**config.mk**
```make
export PLATFORM = sky130hd
export DESIGN_NAME = lexer_token_scanner_unit
export DESIGN_NICKNAME = d
export VERILOG_FILES = /design/src/hdl/lts_pkg.sv /design/src/hdl/lts_core.sv /design/src/hdl/lts_out.sv /design/src/hdl/lexer_token_scanner_unit.sv
export SDC_FILE = /design/constraint.sdc
export NUM_CORES = 1
export LEC_CHECK = 0
export BUFFER_PORTS_ARGS = -buffer_cell sky130_fd_sc_hd__buf_2
export CELL_PAD_IN_SITES_DETAIL_PLACEMENT = 1
export CELL_PAD_IN_SITES_GLOBAL_PLACEMENT = 2
export CORE_MARGIN = 2
export CORE_UTILIZATION = 41
export CTS_BUF_LIST = sky130_fd_sc_hd__clkbuf_4
export DETAILED_ROUTE_END_ITERATION = 6
export PLACE_DENSITY_LB_ADDON = 0.12
export SLEW_MARGIN = 20
export SYNTH_ARGS = -nofsm -noshare
export SYNTH_HDL_FRONTEND = slang
export SYNTH_SLANG_ARGS = --single-unit
```
**constraint.sdc**
```tcl
create_clock -name clock -period 6.8 [get_ports clock]
set_input_delay 0.68 -clock clock [delete_from_list [all_inputs] [get_ports clock]]
set_output_delay 0.68 -clock clock [all_outputs]
set_load 0.01 [all_outputs]
```
**src/hdl/lts_pkg.sv**
```systemverilog
package lts_pkg;

   localparam int OFFSET_BITS = 24;
   localparam logic [31:0] FNV_PRIME = 32'h0100_0193;
   localparam logic [31:0] FNV_BASIS = 32'h811C_9DC5;

   localparam logic [5:0] K_SEMI    = 6'd0;
   localparam logic [5:0] K_RARR    = 6'd1;
   localparam logic [5:0] K_MM      = 6'd2;
   localparam logic [5:0] K_MA      = 6'd3;
   localparam logic [5:0] K_MINUS   = 6'd4;
   localparam logic [5:0] K_PP      = 6'd5;
   localparam logic [5:0] K_PA      = 6'd6;
   localparam logic [5:0] K_PLUS    = 6'd7;
   localparam logic [5:0] K_ANDAND  = 6'd8;
   localparam logic [5:0] K_ANDA    = 6'd9;
   localparam logic [5:0] K_AND     = 6'd10;
   localparam logic [5:0] K_OROR    = 6'd11;
   localparam logic [5:0] K_ORA     = 6'd12;
   localparam logic [5:0] K_OR      = 6'd13;
   localparam logic [5:0] K_EXCL    = 6'd14;
   localparam logic [5:0] K_NEQ     = 6'd15;
   localparam logic [5:0] K_PCT     = 6'd16;
   localparam logic [5:0] K_PCTA    = 6'd17;
   localparam logic [5:0] K_STAR    = 6'd18;
   localparam logic [5:0] K_STARA   = 6'd19;
   localparam logic [5:0] K_SLASH   = 6'd20;
   localparam logic [5:0] K_SLASHA  = 6'd21;
   localparam logic [5:0] K_ASSIGN  = 6'd22;
   localparam logic [5:0] K_EQ      = 6'd23;
   localparam logic [5:0] K_HAT     = 6'd24;
   localparam logic [5:0] K_HATA    = 6'd25;
   localparam logic [5:0] K_TILDE   = 6'd26;
   localparam logic [5:0] K_TILDEA  = 6'd27;
   localparam logic [5:0] K_LEQ     = 6'd28;
   localparam logic [5:0] K_SHLA    = 6'd29;
   localparam logic [5:0] K_SHL     = 6'd30;
   localparam logic [5:0] K_LT      = 6'd31;
   localparam logic [5:0] K_GEQ     = 6'd32;
   localparam logic [5:0] K_SHRA    = 6'd33;
   localparam logic [5:0] K_SHR     = 6'd34;
   localparam logic [5:0] K_GT      = 6'd35;
   localparam logic [5:0] K_LPAREN  = 6'd36;
   localparam logic [5:0] K_RPAREN  = 6'd37;
   localparam logic [5:0] K_LBRACE  = 6'd38;
   localparam logic [5:0] K_RBRACE  = 6'd39;
   localparam logic [5:0] K_LBRACK  = 6'd40;
   localparam logic [5:0] K_RBRACK  = 6'd41;
   localparam logic [5:0] K_COMMA   = 6'd42;
   localparam logic [5:0] K_COMMENT = 6'd43;
   localparam logic [5:0] K_INT     = 6'd44;
   localparam logic [5:0] K_NAME    = 6'd45;
   localparam logic [5:0] K_END     = 6'd46;
   localparam logic [5:0] K_INVALID = 6'd47;
   localparam logic [5:0] K_NONE    = 6'd63;

   typedef enum logic [2:0] {
      M_IDLE    = 3'd0,
      M_NAME    = 3'd1,
      M_NUM     = 3'd2,
      M_COMMENT = 3'd3,
      M_OP      = 3'd4
   } mode_type;

   typedef struct packed {
      logic [5:0]  kind;
      logic [23:0] start;
      logic [23:0] length;
      logic [31:0] hash;
      logic [23:0] line;
   } token_type;

   // up to three tokens per item, packed in order
   typedef struct packed {
      logic [1:0] count;
      token_type  t0;
      token_type  t1;
      token_type  t2;
   } burst_type;

endpackage

```
**src/hdl/lts_core.sv**
```systemverilog
module lts_core
   import lts_pkg::*;
(
   input  logic       clock,
   input  logic       reset,
   input  logic       step,
   input  logic       cmd,
   input  logic [7:0] byte_value,
   input  logic       emit_comments,
   output burst_type  burst
);

   localparam logic [OFFSET_BITS-1:0] SAT = {OFFSET_BITS{1'b1}};

   mode_type               mode_ff, mode_in;
   logic [5:0]             pkind_ff, pkind_in;
   logic [OFFSET_BITS-1:0] pstart_ff, pstart_in;
   logic [OFFSET_BITS-1:0] plen_ff, plen_in;
   logic [31:0]            hash_ff, hash_in;
   logic                   semi_ff, semi_in;
   logic [OFFSET_BITS-1:0] ofs_ff, ofs_in;
   logic [OFFSET_BITS-1:0] line_ff, line_in;

   function automatic logic [OFFSET_BITS-1:0] sat_inc(input logic [OFFSET_BITS-1:0] v);
      return (v != SAT) ? v + 1'b1 : SAT;
   endfunction

   function automatic logic [23:0] to24(input logic [OFFSET_BITS-1:0] v);
      logic [OFFSET_BITS+23:0] w;
      w = {24'd0, v};
      return w[23:0];
   endfunction

   function automatic logic sets_semi(input logic [5:0] k);
      return k == K_INT || k == K_NAME || k == K_RPAREN || k == K_RBRACE ||
             k == K_RBRACK || k == K_PP || k == K_MM;
   endfunction

   function automatic logic [5:0] op_start(input logic [7:0] b);
      case (b)
         8'h2D: return K_MINUS;
         8'h2B: return K_PLUS;
         8'h26: return K_AND;
         8'h7C: return K_OR;
         8'h21: return K_EXCL;
         8'h25: return K_PCT;
         8'h2A: return K_STAR;
         8'h2F: return K_SLASH;
         8'h3D: return K_ASSIGN;
         8'h5E: return K_HAT;
         8'h7E: return K_TILDE;
         8'h3C: return K_LT;
         8'h3E: return K_GT;
         default: return K_NONE;
      endcase
   endfunction

   function automatic logic [5:0] single_kind(input logic [7:0] b);
      case (b)
         8'h28: return K_LPAREN;
         8'h29: return K_RPAREN;
         8'h7B: return K_LBRACE;
         8'h7D: return K_RBRACE;
         8'h5B: return K_LBRACK;
         8'h5D: return K_RBRACK;
         8'h2C: return K_COMMA;
         8'h3B: return K_SEMI;
         default: return K_NONE;
      endcase
   endfunction

   function automatic logic [5:0] op_extend(input logic [5:0] k, input logic [7:0] b);
      logic eq;
      eq = (b == 8'h3D);
      case (k)
         K_MINUS: return (b == 8'h3E) ? K_RARR : (b == 8'h2D) ? K_MM : eq ? K_MA : K_NONE;
         K_PLUS:  return (b == 8'h2B) ? K_PP : eq ? K_PA : K_NONE;
         K_AND:   return (b == 8'h26) ? K_ANDAND : eq ? K_ANDA : K_NONE;
         K_OR:    return (b == 8'h7C) ? K_OROR : eq ? K_ORA : K_NONE;
         K_LT:    return (b == 8'h3C) ? K_SHL : eq ? K_LEQ : K_NONE;
         K_GT:    return (b == 8'h3E) ? K_SHR : eq ? K_GEQ : K_NONE;
         K_EXCL:  return eq ? K_NEQ : K_NONE;
         K_PCT:   return eq ? K_PCTA : K_NONE;
         K_STAR:  return eq ? K_STARA : K_NONE;
         K_SLASH: return eq ? K_SLASHA : K_NONE;
         K_ASSIGN: return eq ? K_EQ : K_NONE;
         K_HAT:   return eq ? K_HATA : K_NONE;
         K_TILDE: return eq ? K_TILDEA : K_NONE;
         K_SHL:   return eq ? K_SHLA : K_NONE;
         K_SHR:   return eq ? K_SHRA : K_NONE;
         default: return K_NONE;
      endcase
   endfunction

   always_comb begin
      token_type tk;
      logic [1:0] n;
      logic       finish, is_digit, is_alpha, cont;
      logic [5:0] nk, ok, sk;
      logic [7:0] b;
      token_type  q [3];
      logic [31:0] hx;

      mode_in = mode_ff;
      pkind_in = pkind_ff;
      pstart_in = pstart_ff;
      plen_in = plen_ff;
      hash_in = hash_ff;
      semi_in = semi_ff;
      ofs_in = ofs_ff;
      line_in = line_ff;
      n = 2'd0;
      q[0] = '0;
      q[1] = '0;
      q[2] = '0;
      tk = '0;
      tk.line = to24(line_ff);
      b = byte_value;
      is_digit = b >= 8'h30 && b <= 8'h39;
      is_alpha = (b >= 8'h61 && b <= 8'h7A) || (b >= 8'h41 && b <= 8'h5A);
      cont = is_alpha || is_digit || b == 8'h5F || b == 8'h2B || b == 8'h2D ||
             b == 8'h2E || b[7];
      nk = op_extend(pkind_ff, b);
      ok = op_start(b);
      sk = single_kind(b);
      hx = hash_ff ^ {24'd0, b};
      finish = 1'b0;

      // decide whether the pending token ends at this item
      if (cmd) begin
         finish = 1'b1;
      end else begin
         case (mode_ff)
            M_NAME: begin
               if (cont) begin
                  hash_in = hx * FNV_PRIME;
                  plen_in = sat_inc(plen_ff);
               end else finish = 1'b1;
            end
            M_NUM: begin
               if (is_digit) plen_in = sat_inc(plen_ff);
               else finish = 1'b1;
            end
            M_COMMENT: begin
               if (b != 8'h0A) plen_in = sat_inc(plen_ff);
               else finish = 1'b1;
            end
            M_OP: begin
               if (nk != K_NONE) begin
                  pkind_in = nk;
                  plen_in = sat_inc(plen_ff);
                  if (nk != K_SHL && nk != K_SHR) begin
                     tk.kind = nk;
                     tk.start = to24(pstart_ff);
                     tk.length = to24(sat_inc(plen_ff));
                     q[0] = tk;
                     n = 2'd1;
                     semi_in = sets_semi(nk);
                     mode_in = M_IDLE;
                     pkind_in = K_NONE;
                     plen_in = '0;
                     hash_in = FNV_BASIS;
                  end
               end else finish = 1'b1;
            end
            default: finish = 1'b1;
         endcase
      end

      if (finish) begin
         tk.start = to24(pstart_ff);
         tk.length = to24(plen_ff);
         tk.hash = '0;
         case (mode_ff)
            M_NAME: begin
               tk.kind = K_NAME; tk.hash = hash_ff;
               q[0] = tk; n = 2'd1; semi_in = 1'b1;
            end
            M_NUM: begin
               tk.kind = K_INT; q[0] = tk; n = 2'd1; semi_in = 1'b1;
            end
            M_OP: begin
               tk.kind = pkind_ff; q[0] = tk; n = 2'd1; semi_in = sets_semi(pkind_ff);
            end
            M_COMMENT: begin
               if (emit_comments) begin
                  tk.kind = K_COMMENT; q[0] = tk; n = 2'd1;
               end
            end
            default: ;
         endcase
         mode_in = M_IDLE;
         pkind_in = K_NONE;
         plen_in = '0;
         hash_in = FNV_BASIS;
         tk.start = to24(ofs_ff);
         tk.length = '0;
         tk.hash = '0;
         if (cmd) begin
            if (semi_in) begin
               tk.kind = K_SEMI; q[n] = tk; n = n + 2'd1;
            end
            tk.kind = K_END; q[n] = tk; n = n + 2'd1;
            pstart_in = '0;
            semi_in = 1'b0;
            ofs_in = '0;
            line_in = '0;
         end else begin
            if (b == 8'h0A) begin
               if (semi_in) begin
                  tk.kind = K_SEMI; q[n] = tk; n = n + 2'd1;
                  semi_in = 1'b0;
               end
               line_in = sat_inc(line_ff);
            end else if (b == 8'h09 || b == 8'h0D || b == 8'h20) begin
            end else if (b == 8'h23) begin
               mode_in = M_COMMENT;
               pstart_in = ofs_ff + 1'b1;
            end else if (is_digit) begin
               mode_in = M_NUM; pstart_in = ofs_ff; plen_in = OFFSET_BITS'(1);
            end else if (b == 8'h24 || b == 8'h5F || is_alpha || b[7]) begin
               mode_in = M_NAME; pstart_in = ofs_ff; plen_in = OFFSET_BITS'(1);
               hash_in = (FNV_BASIS ^ {24'd0, b}) * FNV_PRIME;
            end else if (ok != K_NONE) begin
               mode_in = M_OP; pkind_in = ok; pstart_in = ofs_ff; plen_in = OFFSET_BITS'(1);
            end else if (sk != K_NONE) begin
               tk.kind = sk; tk.length = 24'd1; q[n] = tk; n = n + 2'd1;
               semi_in = sets_semi(sk);
            end else begin
               tk.kind = K_INVALID; q[n] = tk; n = n + 2'd1;
               semi_in = 1'b0;
            end
            ofs_in = ofs_ff + 1'b1;
         end
      end else begin
         ofs_in = ofs_ff + 1'b1;
      end

      burst.count = n;
      burst.t0 = q[0];
      burst.t1 = q[1];
      burst.t2 = q[2];
   end

   always_ff @(posedge clock) begin
      if (reset) begin
         mode_ff <= M_IDLE;
         pkind_ff <= K_NONE;
         pstart_ff <= '0;
         plen_ff <= '0;
         hash_ff <= FNV_BASIS;
         semi_ff <= 1'b0;
         ofs_ff <= '0;
         line_ff <= '0;
      end else if (step) begin
         mode_ff <= mode_in;
         pkind_ff <= pkind_in;
         pstart_ff <= pstart_in;
         plen_ff <= plen_in;
         hash_ff <= hash_in;
         semi_ff <= semi_in;
         ofs_ff <= ofs_in;
         line_ff <= line_in;
      end
   end

endmodule

```
**src/hdl/lts_out.sv**
```systemverilog
module lts_out
   import lts_pkg::*;
(
   input  logic         clock,
   input  logic         reset,
   input  logic         load,
   input  burst_type    burst,
   output logic         busy,
   input  logic         rsp_tready,
   output logic         rsp_tvalid,
   output logic         rsp_tlast,
   output logic [111:0] rsp_tdata
);

   logic [1:0] cnt_ff, cnt_in;
   token_type  slot_ff [3];
   token_type  head;

   assign head = slot_ff[0];
   assign rsp_tvalid = cnt_ff != 2'd0;
   assign rsp_tlast = cnt_ff == 2'd1;
   assign rsp_tdata = {2'b00, head.line, head.hash, head.length, head.start, head.kind};
   // free once the last token of the run is leaving
   assign busy = cnt_ff > 2'd1 || (cnt_ff == 2'd1 && !rsp_tready);

   always_comb begin
      cnt_in = cnt_ff;
      if (load) cnt_in = burst.count;
      else if (rsp_tvalid && rsp_tready) cnt_in = cnt_ff - 2'd1;
   end

   always_ff @(posedge clock) begin
      if (reset) cnt_ff <= 2'd0;
      else cnt_ff <= cnt_in;
      if (load) begin
         slot_ff[0] <= burst.t0;
         slot_ff[1] <= burst.t1;
         slot_ff[2] <= burst.t2;
      end else if (rsp_tvalid && rsp_tready) begin
         slot_ff[0] <= slot_ff[1];
         slot_ff[1] <= slot_ff[2];
      end
   end

endmodule

```
**src/hdl/lexer_token_scanner_unit.sv**
```systemverilog
// Lexical scanner with semicolon insertion.
// req_*: one item per source byte (tuser=0, tdata=byte) or end of input
// (tuser=1). csr_we/csr_wdata set the comment-emit flag; write only when idle.
// rsp_*: token items; tlast marks the final token caused by one input item.
// Each input item is scanned combinationally; its zero to three tokens are
// loaded into a three-entry output queue and the first one is valid in the
// cycle after acceptance. With a ready receiver the queue drains one token
// per cycle and a byte that makes one token or none sustains one item per
// cycle. req_tready drops only while the queue holds more than the token
// now leaving, so a stalled receiver holds tokens in place and stalls input.
// Reset (synchronous) returns to offset 0, line 0, no pending token and
// comments disabled. End of input also restores the scan state.
module lexer_token_scanner_unit
   import lts_pkg::*;
(
   input  logic         clock,
   input  logic         reset,
   input  logic         csr_we,
   input  logic         csr_wdata,
   input  logic         req_tvalid,
   output logic         req_tready,
   input  logic [7:0]   req_tdata,  // byte_value
   input  logic         req_tuser,  // cmd
   output logic         rsp_tvalid,
   input  logic         rsp_tready,
   output logic         rsp_tlast,  // last_of_run
   output logic [111:0] rsp_tdata   // token_kind, token_start, token_length,
                                    // name_hash, line_number, 2 zero bits
);

   logic      emit_ff;
   logic      busy, step;
   burst_type burst;

   assign req_tready = !busy;
   assign step = req_tvalid && req_tready;

   always_ff @(posedge clock) begin
      if (reset) emit_ff <= 1'b0;
      else if (csr_we) emit_ff <= csr_wdata;
   end

   lts_core u_core (
      .clock(clock), .reset(reset), .step(step), .cmd(req_tuser),
      .byte_value(req_tdata), .emit_comments(emit_ff), .burst(burst)
   );

   lts_out u_out (
      .clock(clock), .reset(reset), .load(step), .burst(burst), .busy(busy),
      .rsp_tready(rsp_tready), .rsp_tvalid(rsp_tvalid), .rsp_tlast(rsp_tlast),
      .rsp_tdata(rsp_tdata)
   );

   a_end_tok: assert property (@(posedge clock) disable iff (reset)
      step && req_tuser |=> rsp_tvalid)
      else $error("end of input gave no token");

   a_stall: assert property (@(posedge clock) disable iff (reset)
      rsp_tvalid && !rsp_tready |-> !req_tready)
      else $error("input accepted while output stalled");

endmodule

```
==> metrics list <==
- The synthesized design contains 355 register bits.
- In this run the standard cell core region covers 0.0685 mm2.
* Last weighted congestion value of the routability-driven placer: 0.846
* Class of the tightest hold or removal check: input port to flop
- Among all flip-flop cells after synthesis, the most frequent one is edfxtp_1.
- STA classifies the critical path endpoint as a flop.
- The initial utilization of the core area, before any placement, comes to 0.413.
- After detailed routing, the average wire length per cell comes to 22.3 um.
* Total detailed-routing wirelength: 92,500 um
* Layout cells sized above 1: 0.127
- Across every metal layer, demand over resource in global routing totals 0.264.
- The via count of the first global-routing pass was 25.5k.
- Data on the critical path is required at its endpoint by 7.56 ns.
* TritonCTS clock tree: done
- Worst path arrival time: 7.07 ns
* RSZ-0062 raised after global routing: no
- 130 I/O pins were placed.
- Startpoint types: flop
- Clock-pin slew was measured on the worst setup and hold paths at 0.06 ns.
- Number of distinct library cell variants in the gate-level netlist after synthesis: 95
* Class of the most critical setup path: flop to flop
- F_max: 159 MHz
* Maximum number of pins on one net before global-route repair: 86
- The total count of max-transition violations in the final report is 0.
- After the first detailed-routing iteration, the DRC count stood at 1,584.
* Global-route wire length before repair: 148,000 um
- Synthesis Warnings: 0
* Headroom to the max-slew limit: 0.240
- The worst path in the final design needs a cycle of 6.31 ns, including I/O delays and setup.
- Setup violations remaining at the end of the flow were counted as 0.
- Synth async-reset ratio: 0
- Drc violations: 0
- Leading post-synthesis cells by cell area: edfxtp_1 23%, ha_1 13%, dfxtp_1 10%, fa_1 6.1%, inv_1 4.4%
* Share of the cycle needed by the critical path after routing: 0.928
- Gates resized during post-CTS repair numbered 0.
* Status: completed
* Clock Skews: 0.0632 ns
- Dividing the synthesized area by the synthesized cell count gives 8.89 um2.
- From bottom edge to top edge, the die measures 267 um.
- After the last flow step, the layout net total stands at 3,571.
* Antenna-violating nets left: 0
- Clock latency on the worst-skew pair: 0.90 ns
- Setup total negative slack on the finished layout was measured at 0 ns.
- Layout Area Growth over Synthesis: 7.64%
- DRT Pass-1 Iters: 6
- Share of the synthesized area in the top cell type: 0.227
- After global routing the overflow that remains totals 0.
* Sinks on the clock net: 355
* Cell taking the most area after synthesis: edfxtp_1
* Number of synthesized flops with an enable pin: 214
* Area of the die: 0.0710 mm2
- For the pin with the worst max-slew slack, the measured transition is 1.14 ns.
* Die width: 267 um
- Dividing the detail-routed via count by the number of cells gives 5.78.
- The tightest hold path in the finished design has a slack of 0.467 ns.
- Number of antenna violations at the first check in global routing: 5
- The final route contains 24.0k vias.
- H-tree depth: 3
- Count of buffers added by post-CTS timing repair for setup: 0
- Maximum count of clock buffers along a single path: 3
* Worst Path Max Fanout: 5
- Clock buffers created by TritonCTS: 106
- Final design area excluding fillers: 0.0304 mm2
- Post-synthesis cell area: 0.0283 mm2
- The hold violation total from the final report is 0.
- After floorplanning, the core was divided into 96 placement rows.
* Clock root buffer: clkbuf_4
- HPWL reported at the end of detailed placement: 65,100 um
- In the synthesized netlist, the number of instances is 3,177.
- Number of buffer cells added on primary ports: 127
* Count of hold buffers inserted by post-cts repair: 2
* Number of maximum-capacitance constraint violations: 0
* Placed inst area: 0.0290 mm2
* Register area share after synthesis: 0.327
flip-flops by register name, summed over array words and instances, names as in the netlist:
| name | cells |
|---|---|
| u_out.slot_ff | 214 |
| u_core.hash_ff | 32 |
| u_core.line_ff | 24 |
| u_core.ofs_ff | 24 |
| u_core.plen_ff | 24 |
| u_core.pstart_ff | 24 |
| u_core.pkind_ff | 6 |
| u_core.mode_ff | 3 |
| u_out.cnt_ff | 2 |
| emit_ff | 1 |
| u_core.semi_ff | 1 |
stage by stage:
stage	instances	util	worst slack, ns
CTS	4143	0.444	0.498
global route	4146	0.444	0.149
finish	4146	0.444	0.492
detailed placement	3944	0.424	0.0940
global placement	3944	0.424	0.350
floorplan	3179	-	0.776
path summary, 6_finish.rpt:
| path | depth (start not counted) | start | end | slack (ns) |
|---|---|---|---|---|
| setup / recovery | 22 | u_core.hash_ff[5]$_SDFFE_PP0P_ | u_core.hash_ff[30]$_SDFFE_PP0P_ | 0.49 |
| hold / removal | 4 | req_tdata[0] | u_core.hash_ff[25]$_SDFFE_PP0P_ | 0.47 |
| hold reg to reg | 2 | u_core.pstart_ff[22]$_SDFFE_PP0P_ | u_core.pstart_ff[22]$_SDFFE_PP0P_ | 0.49 |
| setup reg to reg | 22 | u_core.hash_ff[5]$_SDFFE_PP0P_ | u_core.hash_ff[30]$_SDFFE_PP0P_ | 0.49 |
cells by family after synthesis:
group                      after synthesis  share of synthesized area
buffers and inverters                  645                      0.104
xor gates and xnor gates                86                     0.0267
and+or+nand+nor                        924                      0.165
muxes                                   31                     0.0111
other                                    1                   0.000133
AOI/OAI and AO/OA                      751                      0.174
adders and majority gates              384                      0.193
DFF                                    355                      0.327
cells in the final DEF, fill, tap and decap left out, types with 62 or more instances in the layout:
cell type and n:
buf_4 62, and3_1 84, and2_1 75, a21oi_1 194, nand3_1 119, nor2_1 170, clkbuf_4 158, nand2_1 217
fa_1 86, edfxtp_1 214, nor3_1 97, dfxtp_1 141, buf_2 126, ha_1 298, inv_1 331, o21ai_0 192
layout make-up:
cell class / count / area (um2)
antenna: 3 / 7.51
clock buffer: 158 / 1190
clock inverter: 39 / 194
fill: 8021 / 38100
inverter: 334 / 1250
multi-input combinational: 2179 / 16200
sequential: 355 / 9250
tap: 882 / 1100
timing repair buffer: 196 / 1240
Yosys cell counts, types with 29 or more instances:
master / number
ha_1: 298
xnor2_1: 52
mux2i_1: 29
a32oi_1: 50
nand4_1: 37
fa_1: 86
a31oi_1: 45
o21ai_0: 193
nand3_1: 120
inv_1: 332
buf_2: 36
and3_1: 84
dfxtp_1: 141
buf_4: 120
and2_1: 76
o211ai_1: 35
nand2_1: 219
clkbuf_1: 141
nor3_1: 98
a21oi_1: 195
edfxtp_1: 214
xor2_1: 34
a211oi_1: 34
nor2_1: 173
critical path, cell delays in order (launching register included):
cell and delay (ns):
dfxtp_1 0.43, xor2_1 0.40, ha_1 0.32, ha_1 0.29, inv_1 0.07, fa_1 0.40, inv_1 0.08, ha_1 0.16
inv_1 0.05, fa_1 0.47, inv_1 0.04, ha_1 0.28, fa_1 0.45, ha_1 0.37, nand2_1 0.08, o21ai_0 0.28
a211oi_1 0.15, or3b_2 0.51, and3_1 0.19, o31ai_1 0.40, a2111oi_0 0.19, o31a_1 0.33, o221a_2 0.25
layer usage:
metal	vias to the layer above	routed length (um)	global-route usage
li1	11300	-	-
met2	576	43100	0.429
met5	-	7	0
met3	116	4830	0.0451
met4	2	1540	0.0676
met1	12000	43000	0.363
Power is not shown: default switching activity piles up to over one toggle a cycle in this logic, so the estimate is an artifact.
